--- src/rtl/core/nmcs_pkg.sv ---
package nmcs_pkg;

  localparam int CH_W   = 8;
  localparam int SQ_W   = 16;
  localparam int RAD_W  = 30;
  localparam int ROOT_W = 15;
  localparam int REM_W  = 17;
  localparam int NCELL  = ROOT_W;

  localparam logic [SQ_W-1:0] UNIT_SQ   = 16'd65025;
  localparam logic [13:0]     Z_SCALE   = 14'd16129;
  localparam logic [15:0]     RECIP_255 = 16'h8081;
  localparam int              RECIP_SH  = 23;
  localparam logic [CH_W-1:0] Z_BIAS    = 8'd127;
  localparam logic [CH_W-1:0] CH_FULL   = 8'd255;

  localparam logic [2:0] ADDR_MODE = 3'd0;

  typedef enum logic [1:0] {
    MODE_PASS  = 2'd0,
    MODE_SWZ   = 2'd1,
    MODE_DESWZ = 2'd2
  } mode_t;

  typedef struct packed {
    logic [CH_W-1:0] red;
    logic [CH_W-1:0] green;
    logic [CH_W-1:0] blue;
    logic [CH_W-1:0] alpha;
    logic            last;
    logic            rebuild;
  } pix_t;

endpackage

--- src/rtl/core/nmcs_root_cell.sv ---
module nmcs_root_cell
  import nmcs_pkg::*;
(
  input  logic              clk,
  input  logic              rst_n,
  input  logic              up_valid,
  output logic              up_ready,
  input  pix_t              up_pix,
  input  logic [REM_W-1:0]  up_rem,
  input  logic [ROOT_W-1:0] up_root,
  input  logic [RAD_W-1:0]  up_rad,
  output logic              dn_valid,
  input  logic              dn_ready,
  output pix_t              dn_pix,
  output logic [REM_W-1:0]  dn_rem,
  output logic [ROOT_W-1:0] dn_root,
  output logic [RAD_W-1:0]  dn_rad
);

  logic              valid_r;
  pix_t              pix_r;
  logic [REM_W-1:0]  rem_r;
  logic [ROOT_W-1:0] root_r;
  logic [RAD_W-1:0]  rad_r;

  logic [REM_W+1:0]  rem_ext;
  logic [REM_W+1:0]  trial;
  logic [REM_W+1:0]  diff;
  logic              ge;
  logic [REM_W-1:0]  rem_nxt;
  logic [ROOT_W-1:0] root_nxt;
  logic [RAD_W-1:0]  rad_nxt;

  // one root bit per cell: bring down two radicand bits, try 4q+1
  always_comb begin
    rem_ext  = {up_rem, up_rad[RAD_W-1 -: 2]};
    trial    = {2'b00, up_root, 2'b01};
    diff     = rem_ext - trial;
    ge       = (rem_ext >= trial);
    rem_nxt  = ge ? diff[REM_W-1:0] : rem_ext[REM_W-1:0];
    root_nxt = {up_root[ROOT_W-2:0], ge};
    rad_nxt  = {up_rad[RAD_W-3:0], 2'b00};
  end

  assign up_ready = !valid_r || dn_ready;

  always_ff @(posedge clk) begin
    if (!rst_n) begin
      valid_r <= 1'b0;
    end else if (up_ready) begin
      valid_r <= up_valid;
    end
  end

  always_ff @(posedge clk) begin
    if (up_ready && up_valid) begin
      pix_r  <= up_pix;
      rem_r  <= rem_nxt;
      root_r <= root_nxt;
      rad_r  <= rad_nxt;
    end
  end

  assign dn_valid = valid_r;
  assign dn_pix   = pix_r;
  assign dn_rem   = rem_r;
  assign dn_root  = root_r;
  assign dn_rad   = rad_r;

endmodule

--- src/rtl/core/normal_map_channel_swizzle.sv ---
// channel   dir  item / payload
// --------  ---  -------------------------------------------------------
// in_       in   tdata {alpha, blue, green, red} bytes, tlast end of image
// out_      out  tdata {alpha, blue, green, red} bytes, tlast end of image
// cfg_      in   APB, swizzle_mode at byte address 0
//
// One item per cycle while the output is not stalled; 2 prep stages, 15 root cells, output.
// The pipeline depth is set by the root chain: one cell per bit of the 15-bit root.
// Each stage holds its item until the next frees up, so a stalled output
// fills the chain before in_tready drops; bubbles are squeezed out.
// rst_n is synchronous; it clears the stage valids and swizzle_mode.
module normal_map_channel_swizzle
  import nmcs_pkg::*;
(
  input  logic        clk,
  input  logic        rst_n,
  input  logic        in_tvalid,
  output logic        in_tready,
  input  logic [31:0] in_tdata,   // red, green, blue, alpha
  input  logic        in_tlast,
  output logic        out_tvalid,
  input  logic        out_tready,
  output logic [31:0] out_tdata,  // red, green, blue, alpha
  output logic        out_tlast,
  input  logic        cfg_psel,
  input  logic        cfg_penable,
  input  logic        cfg_pwrite,
  input  logic [2:0]  cfg_paddr,
  input  logic [31:0] cfg_pwdata,
  output logic [31:0] cfg_prdata,
  output logic        cfg_pready
);

  logic [1:0] mode_r;

  assign cfg_pready = 1'b1;
  assign cfg_prdata = (cfg_paddr == ADDR_MODE) ? {30'd0, mode_r} : 32'd0;

  always_ff @(posedge clk) begin
    if (!rst_n) begin
      mode_r <= MODE_PASS;
    end else if (cfg_psel && cfg_penable && cfg_pwrite && cfg_pready &&
                 cfg_paddr == ADDR_MODE) begin
      mode_r <= cfg_pwdata[1:0];
    end
  end

  // stage 0: channel routing and squares of the normal's x and y
  logic [CH_W-1:0] in_r, in_g, in_b, in_a;
  pix_t            pix0_nxt;
  logic signed [9:0] xs, ys;
  logic signed [19:0] xs_sq, ys_sq;

  assign in_r = in_tdata[7:0];
  assign in_g = in_tdata[15:8];
  assign in_b = in_tdata[23:16];
  assign in_a = in_tdata[31:24];

  always_comb begin
    pix0_nxt = '{red: in_r, green: in_g, blue: in_b, alpha: in_a,
                 last: in_tlast, rebuild: 1'b0};
    case (mode_r)
      MODE_SWZ: begin
        pix0_nxt.red   = CH_FULL;
        pix0_nxt.blue  = in_a;
        pix0_nxt.alpha = in_r;
      end
      MODE_DESWZ: begin
        pix0_nxt.red     = in_a;
        pix0_nxt.alpha   = in_b;
        pix0_nxt.rebuild = 1'b1;
      end
      default: begin
      end
    endcase
    xs    = $signed({1'b0, in_a, 1'b0}) - 10'sd255;
    ys    = $signed({1'b0, in_g, 1'b0}) - 10'sd255;
    xs_sq = xs * xs;
    ys_sq = ys * ys;
  end

  logic            s0_valid_r, s0_ready;
  pix_t            s0_pix_r;
  logic [SQ_W-1:0] s0_xsq_r, s0_ysq_r;

  logic            s1_valid_r, s1_ready;
  pix_t            s1_pix_r;
  logic [RAD_W-1:0] s1_rad_r;

  logic [SQ_W:0]    sq_sum;
  logic [SQ_W-1:0]  r_clamp;
  logic [RAD_W-1:0] rad_nxt;

  logic              cv   [0:NCELL];
  logic              crdy [0:NCELL];
  pix_t              cpix [0:NCELL];
  logic [REM_W-1:0]  crem [0:NCELL];
  logic [ROOT_W-1:0] croot[0:NCELL];
  logic [RAD_W-1:0]  crad [0:NCELL];

  assign in_tready = s0_ready;
  assign s0_ready  = !s0_valid_r || s1_ready;
  assign s1_ready  = !s1_valid_r || crdy[0];

  always_ff @(posedge clk) begin
    if (!rst_n) begin
      s0_valid_r <= 1'b0;
      s1_valid_r <= 1'b0;
    end else begin
      if (s0_ready) s0_valid_r <= in_tvalid;
      if (s1_ready) s1_valid_r <= s0_valid_r;
    end
  end

  always_ff @(posedge clk) begin
    if (s0_ready && in_tvalid) begin
      s0_pix_r <= pix0_nxt;
      s0_xsq_r <= xs_sq[SQ_W-1:0];
      s0_ysq_r <= ys_sq[SQ_W-1:0];
    end
  end

  // stage 1: r = 1 - x^2 - y^2 in units of 1/255^2 clamped at zero, scaled by 127^2
  always_comb begin
    sq_sum  = {1'b0, s0_xsq_r} + {1'b0, s0_ysq_r};
    r_clamp = (sq_sum > {1'b0, UNIT_SQ}) ? '0 : UNIT_SQ - sq_sum[SQ_W-1:0];
    rad_nxt = r_clamp * Z_SCALE;
  end

  always_ff @(posedge clk) begin
    if (s1_ready && s0_valid_r) begin
      s1_pix_r <= s0_pix_r;
      s1_rad_r <= rad_nxt;
    end
  end

  assign cv[0]    = s1_valid_r;
  assign cpix[0]  = s1_pix_r;
  assign crem[0]  = '0;
  assign croot[0] = '0;
  assign crad[0]  = s1_rad_r;

  for (genvar i = 0; i < NCELL; i++) begin : g_cell
    nmcs_root_cell u_cell (
      .clk      (clk),
      .rst_n    (rst_n),
      .up_valid (cv[i]),
      .up_ready (crdy[i]),
      .up_pix   (cpix[i]),
      .up_rem   (crem[i]),
      .up_root  (croot[i]),
      .up_rad   (crad[i]),
      .dn_valid (cv[i+1]),
      .dn_ready (crdy[i+1]),
      .dn_pix   (cpix[i+1]),
      .dn_rem   (crem[i+1]),
      .dn_root  (croot[i+1]),
      .dn_rad   (crad[i+1])
    );
  end

  // output stage: z = 127 + root/255, divide by reciprocal multiply
  logic        out_valid_r;
  pix_t        out_pix_r;
  logic [30:0] quot_prod;
  logic [CH_W-1:0] z_byte;
  pix_t        out_pix_nxt;

  assign crdy[NCELL] = !out_valid_r || out_tready;

  always_comb begin
    quot_prod   = croot[NCELL] * RECIP_255;
    z_byte      = Z_BIAS + quot_prod[RECIP_SH +: CH_W];
    out_pix_nxt = cpix[NCELL];
    if (cpix[NCELL].rebuild) begin
      out_pix_nxt.blue = z_byte;
    end
  end

  always_ff @(posedge clk) begin
    if (!rst_n) begin
      out_valid_r <= 1'b0;
    end else if (crdy[NCELL]) begin
      out_valid_r <= cv[NCELL];
    end
  end

  always_ff @(posedge clk) begin
    if (crdy[NCELL] && cv[NCELL]) begin
      out_pix_r <= out_pix_nxt;
    end
  end

  assign out_tvalid = out_valid_r;
  assign out_tdata  = {out_pix_r.alpha, out_pix_r.blue, out_pix_r.green, out_pix_r.red};
  assign out_tlast  = out_pix_r.last;

`ifndef SYNTH
  a_full_on_stall: assert property (@(posedge clk) disable iff (!rst_n)
    !in_tready |-> s0_valid_r && s1_valid_r && out_valid_r && !out_tready)
    else $error("input stalled while chain has room");

  a_z_range: assert property (@(posedge clk) disable iff (!rst_n)
    out_valid_r && out_pix_r.rebuild |->
      out_pix_r.blue >= Z_BIAS && out_pix_r.blue <= 8'd253)
    else $error("rebuilt z out of range");

  a_out_hold: assert property (@(posedge clk) disable iff (!rst_n)
    out_valid_r && !out_tready |=> out_valid_r && $stable(out_pix_r))
    else $error("output item changed under stall");
`endif

endmodule
--- config.mk ---
export PLATFORM = sky130hd
export DESIGN_NAME = normal_map_channel_swizzle
export DESIGN_NICKNAME = d
export VERILOG_FILES = /design/src/rtl/core/nmcs_pkg.sv /design/src/rtl/core/nmcs_root_cell.sv /design/src/rtl/core/normal_map_channel_swizzle.sv
export SDC_FILE = /design/constraint.sdc
export NUM_CORES = 2
export LEC_CHECK = 0
export BUFFER_PORTS_ARGS = -buffer_cell sky130_fd_sc_hd__buf_4
export CELL_PAD_IN_SITES_DETAIL_PLACEMENT = 1
export CELL_PAD_IN_SITES_GLOBAL_PLACEMENT = 1
export CORE_MARGIN = 2
export CORE_UTILIZATION = 57
export DETAILED_ROUTE_END_ITERATION = 10
export PLACE_DENSITY = 0.87
export RECOVER_POWER = 50
export SYNTH_ARGS = -nofsm -noshare
export SYNTH_HDL_FRONTEND = slang
export SYNTH_SLANG_ARGS = --single-unit
--- constraint.sdc ---
create_clock -name clk -period 18.03 [get_ports clk]
set_clock_uncertainty 0.1 [all_clocks]
set_input_delay 5.409 -clock clk [delete_from_list [all_inputs] [get_ports clk]]
set_output_delay 5.409 -clock clk [all_outputs]
set_load 0.05 [all_outputs]
==> results.json <==
{
  "status": "finished with violations",
  "violations": "max-capacitance violations, max-slew violations",
  "ys.flop_type": "edfxtp_1",
  "cts-hold-fix-buffers": 0,
  "grt_usage": 0.288,
  "synth_adder_area_share": 0.142,
  "syn_inst": 3787,
  "portBuffers": 81,
  "grt_overflow": 0,
  "synth_edf_count": 1204,
  "use_met3": 0.0447,
  "use_met1": 0.304,
  "finalNetCount": 4584,
  "dr.pass1.iters": 5,
  "grt_pass1_vias": 35900,
  "relSlewSlack": -0.893,
  "viasPerCell": 5.99,
  "dr.first_iter.drc_count": 2395,
  "finalSetupTns_ns": 0,
  "synth_top_area_share": 0.647,
  "setup_viol": 0,
  "finalCritPeriodShare": 0.800,
  "hpwl_mm": 82.0,
  "maxCapViolations": 2,
  "cts_tree": "done",
  "std_cell_rows": 114,
  "core_region_area_um2": 97000,
  "crit_fanout": 6,
  "cp-start-kind": "input pin",
  "vias": 32000,
  "synthToLayoutAreaGrowth_pct": 11.1,
  "drive_gt1_frac": 0.0834,
  "clock_sinks": 1224,
  "clk_latency_ns": 0.78,
  "gr-max-usage-layer": "met2",
  "post_cts_buffers": 0,
  "synthMuxAreaShare": 0.00942,
  "htree_levels": 3,
  "io_pins": 143,
  "crit_required_ns": 12.52,
  "cts_buffer_depth": 3,
  "rsz0062_at_grt": "false",
  "hold_viol": 0,
  "cts_buffers": 115,
  "ys_async_sr_fraction": 0,
  "synth_area_leaders": "edfxtp_1 65%, ha_1 8.8%, fa_1 5.4%",
  "die_y_um": 317,
  "grt_max_degree": 78,
  "drc_errors": 0,
  "wirelength_mm": 143,
  "slew_viol_final": 84,
  "synth_seq_cells": 1224,
  "synth_top_family_by_area": "adder cells",
  "yosysWarnings": 0,
  "synth.avg_cell_area_um2": 14.8,
  "avgRoutedWirePerCell_um": 26.7,
  "yosys.area.top_type": "edfxtp_1",
  "grt_pass1_wl_mm": 216,
  "netlist_top_cells_count": "1,204 x edfxtp_1, 431 x inv_1, 392 x ha_1",
  "initial_utilization": 0.577,
  "yosys.area_share.simple": 0.0636,
  "syn_area_um2": 55900,
  "cts_resized": 0,
  "hold_class": "flip-flop to flip-flop",
  "path_clk_slew_ns": 0.08,
  "synth_compound_area_frac": 0.0567,
  "ys_seq_area_frac": 0.654,
  "critPathKind": "input pin to output pin",
  "max_freq_mhz": 69.3,
  "die-area_um2": 101000,
  "period_minus_slack_ns": 14.42,
  "final_antenna_net_count": 0,
  "grt_use_met2": 0.530,
  "root_buffer": "clkbuf_16",
  "crit_arrival_ns": 8.91,
  "worst_setup_path_end_kind": "output pin",
  "synth_cell_types": 79,
  "synth-xor-area-share": 0.0381,
  "synth_most_common_cell": "edfxtp_1",
  "gp_congestion": 0.833,
  "antenna_found_initial": 1,
  "fp.dieW_um": 317,
  "worstMarginPinSlew_ns": 2.84
}
## through the flow
| stage | setup WS, ns | hold WS [ns] | instance area [um2] | cells | utilization |
|---|---|---|---|---|---|
| global route | 3.44 | 0.222 | 62100 | 5344 | 0.641 |
| finish | 3.61 | 0.225 | 62100 | 5344 | 0.641 |
| CTS | 3.64 | 0.206 | 62200 | 5343 | 0.642 |
| detailed placement | 3.95 | 0.305 | 58200 | 5124 | 0.600 |
| global placement | 4.22 | 0.300 | 58200 | 5124 | 0.600 |
| floorplan | 5.22 | 0.300 | 56000 | 3817 | - |
## worst paths after layout
path	slack (ns)	end	startpoint	depth (start not counted)
worst max-delay path	3.61	in_tready	out_tready	10
worst min-delay path	0.23	g_cell[0].u_cell.dn_pix[7]$_DFFE_PP_	cpix[517]$_DFFE_PP_	0
worst max register to register	8.01	s1_rad_r[27]$_DFFE_PP_	s0_ysq_r[2]$_DFFE_PP_	30
worst min register to register	0.23	g_cell[0].u_cell.dn_pix[7]$_DFFE_PP_	cpix[517]$_DFFE_PP_	0
## critical path, stage by stage
cell and delay [ns]:
clkbuf_4 0.12, nor2b_1 0.46, and3_1 0.46, and3_1 0.43, nand2_1 0.14, nor4_1 0.60, nand3_1 0.18, nor2_1 0.65
nand3_1 0.21, buf_4 0.24
## cell type report
cell class / count / area, um2
antenna: 1 / 2.50
clock buffer: 143 / 3000
clock inverter: 76 / 1080
fill: 8851 / 34800
inverter: 432 / 1620
multi-input combinational: 2088 / 17600
sequential: 1224 / 36600
tap: 1276 / 1600
timing repair buffer: 104 / 694
## cell families (layout without fill, tap and decap cells)
group,count (synthesis),count (layout)
AO/OA/AOI/OAI,499,499
XOR/XNOR,243,243
buffers and inverters,505,755
multiplexers,48,48
flip-flops,1224,1224
other,2,33
adder cells (fa/ha/maj),544,544
AND/OR/NAND/NOR,722,722
## sequential cells by signal, indices dropped and copies added, names as in the netlist
signal and count:
out_tdata 32, g_cell.u_cell.dn_pix 510, out_tvalid 1, g_cell.u_cell.dn_valid 15
s0_valid_r 1, out_tlast 1, cpix 34, g_cell.u_cell.dn_root 120
s0_pix_r 34, g_cell.u_cell.dn_rad 196, s0_xsq_r 14, mode_r 2
s0_ysq_r 14, s1_valid_r 1, g_cell.u_cell.dn_rem 220, s1_rad_r 29
## routing by layer
metal / vias to the layer above / part of all wire
li1: 13900 / -
met1: 16100 / 0.34
met2: 1370 / 0.54
met3: 573 / 0.049
met4: 0 / 0.073
met5: - / 0
## layout by cell type (no fill, tap or decap), types with 20 or more instances in the layout
cell / synthesis / final
nand4_1: 24 / 24
fa_1: 152 / 152
or2_2: 23 / 22
nand3_1: 43 / 43
dfxtp_1: 20 / 20
clkbuf_1: 37 / 49
nor2_1: 204 / 204
xnor2_1: 167 / 167
ha_1: 392 / 392
bufinv_16: 0 / 21
a21oi_1: 165 / 165
nor3_1: 74 / 74
nand2b_1: 32 / 32
and3_1: 24 / 24
o21ai_0: 108 / 108
xor2_1: 76 / 76
edfxtp_1: 1204 / 1204
nor2b_1: 46 / 40
o21a_1: 48 / 48
conb_1: 2 / 32
a21o_1: 46 / 46
inv_1: 431 / 432
buf_4: 31 / 78
clkbuf_16: 0 / 115
nand2_1: 155 / 155
mux2_2: 37 / 24
Power is not shown: default switching activity piles up to over one toggle a cycle in this logic, so the estimate is an artifact.
